$ cat config.mk
export PLATFORM = sky130hd
export DESIGN_NAME = bhpq_ctrl
export DESIGN_NICKNAME = d
export VERILOG_FILES = /design/src/rtl/bhpq_pkg.sv /design/src/rtl/bhpq_ctrl.sv
export SDC_FILE = /design/constraint.sdc
export NUM_CORES = 1
export LEC_CHECK = 0
export BUFFER_PORTS_ARGS = -buffer_cell sky130_fd_sc_hd__buf_2
export CAP_MARGIN = 30
export CORE_AREA = 2 2 39 41
export DETAILED_ROUTE_END_ITERATION = 8
export DIE_AREA = 0 0 41 43
export GPL_ROUTABILITY_DRIVEN = 1
export GPL_TIMING_DRIVEN = 0
export PLACE_DENSITY = 0.73
export SETUP_SLACK_MARGIN = 0.2
export SLEW_MARGIN = 20
export SYNTH_ARGS = -nofsm -noshare
export SYNTH_HDL_FRONTEND = slang
export SYNTH_SLANG_ARGS = --single-unit
export TNS_END_PERCENT = 10
$ cat constraint.sdc
create_clock -name clk -period 1.7 [get_ports clk]
set_input_delay 0.34 -clock clk [delete_from_list [all_inputs] [get_ports clk]]
set_output_delay 0.34 -clock clk [all_outputs]
set_load 0.01 [all_outputs]
$ cat src/rtl/bhpq_pkg.sv
// Shared types and constants for the binary heap priority queue.
// Holds controller states, result status codes, register indexes and the
// command/status structs that join the controller and the datapath.
package bhpq_pkg;

  // Configuration port geometry
  localparam int CFG_W = 32;
  localparam int CAP_W = 11;
  localparam logic [CAP_W-1:0] CAP_RESET = 11'd1024;

  // Register indexes (address bit 2 selects the register)
  localparam logic REG_MODE = 1'b0;
  localparam logic REG_CAP  = 1'b1;

  // Operation codes on the input channel
  localparam logic OP_INSERT  = 1'b0;
  localparam logic OP_EXTRACT = 1'b1;

  // Result status codes
  typedef enum logic [1:0] {
    ST_OK    = 2'd0,
    ST_FULL  = 2'd1,
    ST_EMPTY = 2'd2
  } st_t;

  // Controller states
  typedef enum logic [2:0] {
    S_IDLE,
    S_UP_CHK,
    S_UP_CMP,
    S_DN_LOAD,
    S_DN_CHK,
    S_DN_CMP,
    S_RESP
  } state_t;

  // Commands from the controller to the datapath
  typedef struct packed {
    logic start;        // latch status and extracted key for a new transaction
    st_t  status;       // status code to latch on start
    logic op_ins;       // begin insert: hole at end, count up
    logic op_ext;       // begin extract: count down, read last entry
    logic rd_children;  // read address selects left/right child
    logic load_last;    // take last entry as moving key, hole at root
    logic wr_key;       // write moving key into the hole
    logic up_step;      // move parent down into the hole
    logic dn_step;      // move chosen child up into the hole
    logic out_load;     // load the result register
  } dp_cmd_t;

  // Status from the datapath to the controller
  typedef struct packed {
    logic full;
    logic empty;
    logic last_one;
    logic pos_zero;
    logic up_move;
    logic dn_leaf;
    logic dn_move;
  } dp_sts_t;

endpackage

$ cat src/rtl/bhpq_ctrl.sv
// Controller of the binary heap priority queue: sequences insert sift-up,
// extract sift-down and the result handshake.
// Depends on bhpq_pkg for states, status codes and command/status structs.
module bhpq_ctrl (
  input  logic              clk,
  input  logic              rst_n,
  input  logic              in_valid,
  input  logic              in_op,
  output logic              in_ready,
  output logic              out_valid,
  input  logic              out_ready,
  output bhpq_pkg::dp_cmd_t cmd,
  input  bhpq_pkg::dp_sts_t sts
);

  bhpq_pkg::state_t state_r, state_nxt;
  logic             out_valid_r, out_valid_nxt;
  logic             out_free;

  assign out_free = !out_valid_r || out_ready;

  // Next state
  always_comb begin
    state_nxt = state_r;
    unique case (state_r)
      bhpq_pkg::S_IDLE: begin
        if (in_valid) begin
          if (in_op == bhpq_pkg::OP_INSERT) begin
            state_nxt = sts.full ? bhpq_pkg::S_RESP : bhpq_pkg::S_UP_CHK;
          end else if (sts.empty || sts.last_one) begin
            state_nxt = bhpq_pkg::S_RESP;
          end else begin
            state_nxt = bhpq_pkg::S_DN_LOAD;
          end
        end
      end
      bhpq_pkg::S_UP_CHK: begin
        state_nxt = sts.pos_zero ? bhpq_pkg::S_RESP : bhpq_pkg::S_UP_CMP;
      end
      bhpq_pkg::S_UP_CMP: begin
        state_nxt = sts.up_move ? bhpq_pkg::S_UP_CHK : bhpq_pkg::S_RESP;
      end
      bhpq_pkg::S_DN_LOAD: begin
        state_nxt = bhpq_pkg::S_DN_CHK;
      end
      bhpq_pkg::S_DN_CHK: begin
        state_nxt = sts.dn_leaf ? bhpq_pkg::S_RESP : bhpq_pkg::S_DN_CMP;
      end
      bhpq_pkg::S_DN_CMP: begin
        state_nxt = sts.dn_move ? bhpq_pkg::S_DN_CHK : bhpq_pkg::S_RESP;
      end
      bhpq_pkg::S_RESP: begin
        if (out_free) begin
          state_nxt = bhpq_pkg::S_IDLE;
        end
      end
      default: state_nxt = bhpq_pkg::S_IDLE;
    endcase
  end

  // Commands
  always_comb begin
    cmd      = '0;
    in_ready = 1'b0;
    unique case (state_r)
      bhpq_pkg::S_IDLE: begin
        in_ready = 1'b1;
        if (in_valid) begin
          cmd.start = 1'b1;
          if (in_op == bhpq_pkg::OP_INSERT) begin
            cmd.status = sts.full ? bhpq_pkg::ST_FULL : bhpq_pkg::ST_OK;
            cmd.op_ins = !sts.full;
          end else begin
            cmd.status = sts.empty ? bhpq_pkg::ST_EMPTY : bhpq_pkg::ST_OK;
            cmd.op_ext = !sts.empty;
          end
        end
      end
      bhpq_pkg::S_UP_CHK: begin
        cmd.wr_key = sts.pos_zero;
      end
      bhpq_pkg::S_UP_CMP: begin
        cmd.up_step = sts.up_move;
        cmd.wr_key  = !sts.up_move;
      end
      bhpq_pkg::S_DN_LOAD: begin
        cmd.load_last = 1'b1;
      end
      bhpq_pkg::S_DN_CHK: begin
        cmd.rd_children = 1'b1;
        cmd.wr_key      = sts.dn_leaf;
      end
      bhpq_pkg::S_DN_CMP: begin
        cmd.dn_step = sts.dn_move;
        cmd.wr_key  = !sts.dn_move;
      end
      bhpq_pkg::S_RESP: begin
        cmd.out_load = out_free;
      end
      default: cmd = '0;
    endcase
  end

  // Result valid: set on load, drop once taken
  always_comb begin
    out_valid_nxt = out_valid_r;
    if (out_valid_r && out_ready) begin
      out_valid_nxt = 1'b0;
    end
    if (cmd.out_load) begin
      out_valid_nxt = 1'b1;
    end
  end

  always_ff @(posedge clk) begin
    if (!rst_n) begin
      state_r     <= bhpq_pkg::S_IDLE;
      out_valid_r <= 1'b0;
    end else begin
      state_r     <= state_nxt;
      out_valid_r <= out_valid_nxt;
    end
  end

  assign out_valid = out_valid_r;

endmodule

# Word-level counts from Yosys, hierarchy flattened
# Index checks and enable logic that the tools add are counted.
dict set report totals {
  wordCells 47
  inputBits 12
  register_bits 4
  output_inout_bits 13
}
dict set report op_classes {
  n_eq_ne 8
  reduce_logical 11
  muxes 26
}
# op count
set ops {}
lappend ops {{2-to-1 mux 3 bit} 7}
lappend ops {{case mux 3 bit (7 select lines)} 1}
lappend ops {{2-to-1 mux 1 bit} 11}
lappend ops {{2-to-1 mux 5 bit} 2}
lappend ops {{equality test 3 bit (second input constant)} 3}
lappend ops {{2-to-1 mux 2 bit} 4}
lappend ops {{equality test 3 x 2 -> 1 bit (second input constant)} 2}
lappend ops {{zero test 1 bit} 5}
lappend ops {{!= test 2 bit (second input constant)} 2}
lappend ops {{case mux 1 bit (4 select lines)} 1}
lappend ops {{equality test 3 x 1 -> 1 bit (second input constant)} 1}
lappend ops {{zero test 3 bit} 1}
lappend ops {{logical OR 1 bit} 2}
lappend ops {{AND reduction 2 bit} 1}
lappend ops {{nonzero test 2 bit} 1}
lappend ops {{logical AND 1 bit} 1}

# Logic depth before layout (Yosys ltp)
# Gate-level depths: netlist (run 1).
dict set report logic_depth {
  word_depth 5
  ltp_mapped 6
  ltp_nobuf 5
}

# Worst setup path before layout (run 1)
# OpenSTA, ideal clock, no wires.
dict set report synth_timing {
  path_kind {reg2out}
  startpoint {register state_r[2]}
  endpoint {output port cmd[3] in the netlist's numbering}
  path_buffers 2
  path_stages_with_launch 4
  arrival_ns 1.092
  slack_ns 0.268
  cell_sequence {dfxtp_1 > buf_4 > buf_4 > o41ai_1}
}
# element line
set synth_lines {}
lappend synth_lines {{start, declared} bhpq_ctrl.sv:16} ;# bhpq_pkg::state_t state_r, state_nxt;
lappend synth_lines {{start signal, assigned} bhpq_ctrl.sv:117} ;# state_r <= bhpq_pkg::S_IDLE;
lappend synth_lines {{start signal, assigned} bhpq_ctrl.sv:120} ;# state_r <= state_nxt;
lappend synth_lines {{end, declared} bhpq_ctrl.sv:12} ;# output bhpq_pkg::dp_cmd_t cmd,

==> results of run 1 <==
[where the power goes]
part           total (mW)  switching (mW)  leakage, nW  internal (mW)
clock network       0.117          0.0380       0.0138         0.0789
logic               0.765           0.386        0.291          0.380
registers           0.154          0.0258       0.0333          0.128
[synthesized netlist by cell type, drive strengths merged, types with 2 or more instances]
| cell | count |
|---|---|
| dfxtp | 4 |
| o21ai | 3 |
| buf | 5 |
| nor3b | 2 |
| inv | 4 |
| nor2b | 2 |
| a21oi | 7 |
| nand2b | 3 |
| a211oi | 2 |
| nor3 | 3 |
| nand2 | 6 |
| nor2 | 8 |
[through the flow]
stage          power, mW  area [um2]
2_1_floorplan      0.631         430
3_3_place_gp       0.778         571
3_5_place_dp       0.788         571
4_1_cts             1.03         662
5_1_grt             1.12         674
6_report            1.04         674
[critical path, stage by stage (launching register included)]
cell and delay [ns]:
dfxtp_2 0.31, buf_6 0.12, and2b_2 0.26, a21oi_2 0.15, o41ai_2 0.07, buf_2 0.14
[sequential cells by signal (all words and copies together) (netlist names)]
name,count
state_r,3
out_valid,1
[placed cells by master, fill, tap and decap left out]
cell type,netlist,layout
nor4_4,1,1
a211oi_1,2,2
dfxtp_2,0,1
o21ai_1,2,2
a2bb2oi_1,1,1
o41ai_2,0,1
nand4_1,1,1
nand2_2,2,2
nand2b_2,1,1
inv_2,2,2
nand2_1,4,4
nor3_4,1,1
a21oi_1,6,4
and2b_2,0,1
buf_4,3,6
dfxtp_1,4,3
buf_2,0,23
and3_1,1,1
buf_6,2,5
nand2b_1,2,2
a221oi_1,1,1
inv_1,2,2
o21ai_0,1,1
nor2_1,8,8
clkbuf_4,0,3
a21oi_2,1,2
and3b_1,1,1
nor3b_2,1,2
nor3_1,2,2
nand3b_1,1,1
a21oi_4,0,1
nor2b_1,2,2
[final timing paths]
check,from,endpoint,cells after the start
worst max register to register,state_r[2],state_r[2],6
worst min register to register,out_valid,out_valid,3
worst min-delay path,rst_n,out_valid,2
worst max-delay path,state_r[0],cmd[3],5
[layout make-up]
type / count / area (um2)
multi-input combinational: 45 / 319
timing repair buffer: 29 / 164
inverter: 4 / 15.0
fill: 151 / 709
sequential: 4 / 81.3
clock buffer: 3 / 22.5
tap: 16 / 20.0
buffer: 5 / 52.6
[layer usage]
metal	track usage, %	up-vias	routed length, um
met3	1.57	0	79
met4	10.0	0	0
li1	-	265	-
met2	25.3	16	613
met5	0	-	0
met1	15.8	231	418
[timing repair]
action,in CTS,in global routing
hold endpoints to repair,0,0
pin swaps,2,4
buffers inserted,5,0
gates resized for setup,8,2
setup endpoints to repair,10,11
[kinds of logic (layout without fill, tap and decap cells)]
kind of cell,Yosys count,count (layout)
flops,4,4
buf+inv,9,41
simple gates,30,30
compound gates,15,15
==> impl_metrics.env, run 1 <==
export IMPL_arrival_ns=1.29
export IMPL_synthSimpleGateAreaFrac_pct=45.3
export IMPL_period_needed_ns=1.63
export IMPL_final_nets=104
export IMPL_max_clock_freq_mhz=613
export IMPL_rows=14
export IMPL_netlist_area_um2=430
export IMPL_crit_path_end_kind="output pin"
export IMPL_yosys_top_cells_area="dfxtp_1 19%, a21oi_1 7.0%, nor2_1 7.0%"
export IMPL_critPathKind="reg2out"
export IMPL_cts_htree_levels=1
export IMPL_synth_xor_area_share_pct=0
export IMPL_finalNonFillerCells=106
export IMPL_placed_cells=98
export IMPL_drtIter0Drc=9
export IMPL_synth_area_mux_share_pct=0
export IMPL_cts_buffers=3
export IMPL_hp_class="in2reg"
export IMPL_core_um2=1380
export IMPL_yosysWarnings=0
export IMPL_cts_root_buf="clkbuf_4"
export IMPL_tns_ns=0
export IMPL_synth_fp_nets=70
export IMPL_grt_start_max_net_pins=11
export IMPL_finalCritPeriodShare_pct=95.9
export IMPL_seq_area_frac_synth_pct=18.6
export IMPL_syn_to_final_growth_pct=56.7
export IMPL_finalWorstSetupSlack_ns=0.0690
export IMPL_final_hold_viol_count=0
export IMPL_drt_vias_per_instance=4.83
export IMPL_reg2reg_setup_slack_ns=0.53
export IMPL_drive_above_1_share_pct=57.8
export IMPL_synth_top_area_share_pct=18.6
export IMPL_die_x_um=41
export IMPL_p_leak_nw=0.338
export IMPL_post_place_ws_ns=0.274
export IMPL_synth_top_family_by_area="simple AND/OR/NAND/NOR gates"
export IMPL_status="finished clean"
export IMPL_maxSlewViolCount=0
export IMPL_hpwl_um=828
export IMPL_rsz0062_at_grt="yes"
export IMPL_worstSetupStartpointType="register"
export IMPL_holdBufCountCts=0
export IMPL_power_density_nw_per_um2=1540
export IMPL_syn_area_per_cell_um2=7.42
export IMPL_cap_violations=0
export IMPL_die_y_um=43
export IMPL_grt_pass1_vias=480
export IMPL_synthAdderAreaFrac_pct=0
export IMPL_diodes=0
export IMPL_place_congestion=0.735
export IMPL_grt_pass1_wl_um=1770
export IMPL_worst_path_max_fanout=8
export IMPL_routedWlPerCell_um=10.5
export IMPL_synth_top_cell_by_area="dfxtp_1"
export IMPL_drtPass1Iterations=4
export IMPL_synthesis_instances=58
export IMPL_grt_usage_pct=14.9
export IMPL_port_buffers=24
export IMPL_cts_sinks=4
export IMPL_cp_data_required_time_ns=1.36
export IMPL_antenna_found_initial=0
export IMPL_ys_types=29
export IMPL_ant_nets=0
export IMPL_worst_clock_skew_ns=0.00453
export IMPL_holdWs_ns=0.369
export IMPL_ios=25
export IMPL_totalWireLength_um=1110
export IMPL_synth_edf_count=0
export IMPL_peakVddDrop_v=0.000803
export IMPL_tightest_slew_ns=0.273
export IMPL_synthArstFlopShare_pct=0
export IMPL_ys_seq_elements=4
export IMPL_clk_insertion_delay_late_ns=0.23
export IMPL_clkTransAtPathRegs_ns=0.04
export IMPL_remaining_drc_errors=0
export IMPL_post_route_util_pct=48.7
export IMPL_vias=512
export IMPL_synth_compound_area_share_pct=22.1
export IMPL_ctsLongestPathBuffers=2
export IMPL_grt_overflow=0
export IMPL_finalSetupViolations=0
export IMPL_die_area_um2=1760
export IMPL_ys_flop_type="dfxtp_1"
export IMPL_cts_tree="yes"
export IMPL_slew_limit_headroom_pct=81.8
export IMPL_initial_utilization_pct=31.1
(Power assumes the default switching activity.)
==> inputs of run 2 (changes only) <==
--- a/config.mk
+++ b/config.mk
@@ -5,6 +5,7 @@
 export SDC_FILE = /design/constraint.sdc
 export NUM_CORES = 1
 export LEC_CHECK = 0
+export ABC_AREA = 1
 export BUFFER_PORTS_ARGS = -buffer_cell sky130_fd_sc_hd__buf_2
 export CAP_MARGIN = 30
 export CORE_AREA = 2 2 39 41
@@ -12,9 +13,8 @@
 export DIE_AREA = 0 0 41 43
 export GPL_ROUTABILITY_DRIVEN = 1
 export GPL_TIMING_DRIVEN = 0
-export PLACE_DENSITY = 0.73
+export PLACE_DENSITY = 0.77
 export SETUP_SLACK_MARGIN = 0.2
-export SLEW_MARGIN = 20
 export SYNTH_ARGS = -nofsm -noshare
 export SYNTH_HDL_FRONTEND = slang
 export SYNTH_SLANG_ARGS = --single-unit
==> constraint.sdc (replaced) <==
create_clock -name clk -period 1.5 [get_ports clk]
set_input_delay 0.3 -clock clk [delete_from_list [all_inputs] [get_ports clk]]
set_output_delay 0.3 -clock clk [all_outputs]
set_load 0.01 [all_outputs]
==> run 2 against run 1 <==
The run now ends with negative setup slack left. Total power is 20% higher. Count of clock-buffer cells in the layout unchanged. Flip-flop and latch count unchanged. Synthesized cell count rose by 14%. Critical endpoint is now cmd[9]. Largest cell class unchanged.
==> impl_metrics.env, run 2 <==
export IMPL_status="complete, but fails checks"
export IMPL_failed_checks="negative setup slack"
export IMPL_synthAdderAreaFrac_pct=0
export IMPL_final_cell_mix="24 x buf_2, 10 x nor2_1, 9 x inv_1"
export IMPL_critPathKind="reg2out"
export IMPL_clk_insertion_delay_late_ns=0.23
export IMPL_totalWireLength_um=1150
export IMPL_synthArstFlopShare_pct=0
export IMPL_ant_nets=0
export IMPL_clkTransAtPathRegs_ns=0.03
export IMPL_synthesis_instances=66
export IMPL_finalSetupViolations=1
export IMPL_slowest_stage="dfxtp_1"
export IMPL_cts_root_buf="clkbuf_4"
export IMPL_drtIter0Drc=8
export IMPL_cp_data_required_time_ns=1.20
export IMPL_seq_area_frac_synth_pct=17.9
export IMPL_peakVddDrop_v=0.000698
export IMPL_synth_area_mux_share_pct=0
export IMPL_initial_utilization_pct=32.4
export IMPL_crit_chain="buf_6 > clkinv_4 > nand2_4 > nor2_8 > nand2_4 > nor3b_2 > buf_2"
export IMPL_die_y_um=43
export IMPL_antenna_found_initial=0
export IMPL_netlist_area_um2=448
export IMPL_hpwl_um=868
export IMPL_die_x_um=41
export IMPL_post_place_ws_ns=0.127
export IMPL_critPathTopFamily="simple AND/OR/NAND/NOR gates"
export IMPL_syn_to_final_growth_pct=57.8
export IMPL_synth_fp_nets=78
export IMPL_max_clock_freq_mhz=651
export IMPL_slew_limit_headroom_pct=83.2
export IMPL_placed_cells=106
export IMPL_arrival_ns=1.24
export IMPL_synth_common_cells="10 x nor2_1, 9 x inv_1, 6 x nand2_1"
export IMPL_p_leak_nw=0.382
export IMPL_regMostFlops="state_r"
export IMPL_tightest_slew_ns=0.250
export IMPL_holdBufCountCts=0
export IMPL_ios=25
export IMPL_final_nets=112
export IMPL_slowest_delay_ns=0.29
export IMPL_ys_types=23
export IMPL_cp_common_cell="nand2_4"
export IMPL_path_buf_inv=3
export IMPL_final_common_cell="buf_2"
export IMPL_synth_compound_area_share_pct=7.54
export IMPL_synth_top_area_share_pct=17.9
export IMPL_drt_vias_per_instance=4.63
export IMPL_final_hold_viol_count=0
export IMPL_cts_sinks=4
export IMPL_yosys_top_cells_area="dfxtp_1 18%, nor2_1 8.4%, inv_1 7.5%"
export IMPL_cts_buffers=3
export IMPL_period_needed_ns=1.54
export IMPL_remaining_drc_errors=0
export IMPL_placed_area_um2=588
export IMPL_yosysWarnings=0
export IMPL_syn_area_per_cell_um2=6.79
export IMPL_drive_above_1_share_pct=61.2
export IMPL_grt_pass1_wl_um=1770
export IMPL_ys_seq_elements=4
export IMPL_diodes=0
export IMPL_cts_tree="yes"
export IMPL_routedWlPerCell_um=10.1
export IMPL_synth_top_family_by_area="simple AND/OR/NAND/NOR gates"
export IMPL_maxSlewViolCount=0
export IMPL_holdWs_ns=0.345
export IMPL_port_buffers=24
export IMPL_grt_overflow=0
export IMPL_fillCellCount=152
export IMPL_yosysMostFrequentCell="nor2_1"
export IMPL_grt_pass1_vias=480
export IMPL_finalNonFillerCells=114
export IMPL_worst_path_max_fanout=7
export IMPL_grt_usage_pct=14.3
export IMPL_cap_violations=0
export IMPL_fin_area_um2=707
export IMPL_multi_input_area_um2=325
export IMPL_synth_top_cell_by_area="dfxtp_1"
export IMPL_largest_register_ffs=3
export IMPL_synth_edf_count=0
export IMPL_vias=528
export IMPL_core_um2=1380
export IMPL_register_area_um2=85.1
export IMPL_tns_ns=-0.0358
export IMPL_drtPass1Iterations=4
export IMPL_ctsLongestPathBuffers=2
export IMPL_rsz0062_at_grt="yes"
export IMPL_place_congestion=0.698
export IMPL_worst_clock_skew_ns=0.00199
export IMPL_synthSimpleGateAreaFrac_pct=57.8
export IMPL_power_density_nw_per_um2=1750
export IMPL_worstSetupStartpointType="register"
export IMPL_die_area_um2=1760
export IMPL_finalWorstSetupSlack_ns=-0.0358
export IMPL_hp_class="in2reg"
export IMPL_cts_htree_levels=1
export IMPL_grt_start_max_net_pins=10
export IMPL_synth_xor_area_share_pct=0
export IMPL_rows=14
export IMPL_crit_path_end_kind="output pin"
export IMPL_finalCritPeriodShare_pct=102
export IMPL_ys_flop_type="dfxtp_1"
[run 2: final timing paths]
path,end,cells after the start,slack (ns),start
worst max-delay path,cmd[9],7,-0.04,state_r[1]
worst min-delay path,out_valid,3,0.35,rst_n
worst max register to register,state_r[2],8,0.33,state_r[1]
worst min register to register,out_valid,4,0.60,out_valid
[run 2: worst register-to-register path: stages (launching register included)]
cell and delay (ns):
dfxtp_1 0.29, buf_6 0.13, buf_4 0.13, nand2_2 0.10, a21oi_1 0.05, nor2_1 0.14
nand3_2 0.08, nand2_1 0.07, a21oi_1 0.06
[run 2: per-layer routing]
layer  GRT usage, %  up-vias  routed length (um)
li1               -      278                   -
met4           8.00        0                   0
met2           25.6       11                 639
met5              0        -                   0
met1           14.7      239                 458
met3           1.57        0                  49
[run 2: report_power, final]
group | internal, mW | switching, mW
Clock | 0.0890 | 0.0377
Combinational | 0.411 | 0.516
Sequential | 0.150 | 0.0368
Total | 0.650 | 0.590
[run 2: cell families after synthesis]
logic type	Yosys count
simple gates	41
compound gates	6
buf+inv	15
flops	4
[run 2: area by class of cell]
cell class | count | area share (%)
sequential | 4 | 12.0
clock buffer | 3 | 3.19
buffer | 3 | 5.49
timing repair buffer | 29 | 22.3
inverter | 12 | 8.14
multi-input combinational | 47 | 46.0
tap | 16 | 2.83
[run 2: through the flow]
step           total power, mW  util (%)
2_1_floorplan            0.741         -
3_3_place_gp             0.903      42.5
3_5_place_dp             0.919      42.5
4_1_cts                   1.23      50.0
5_1_grt                   1.35      51.1
6_report                  1.24      51.1
[run 2: repair_timing]
item                                   4_1_cts  5_1_grt
setup buffers                                5        0
endpoints found under the hold margin        0        0
gates resized for setup                     13        3
setup endpoints to repair                   12       12
pin swaps                                    2        3
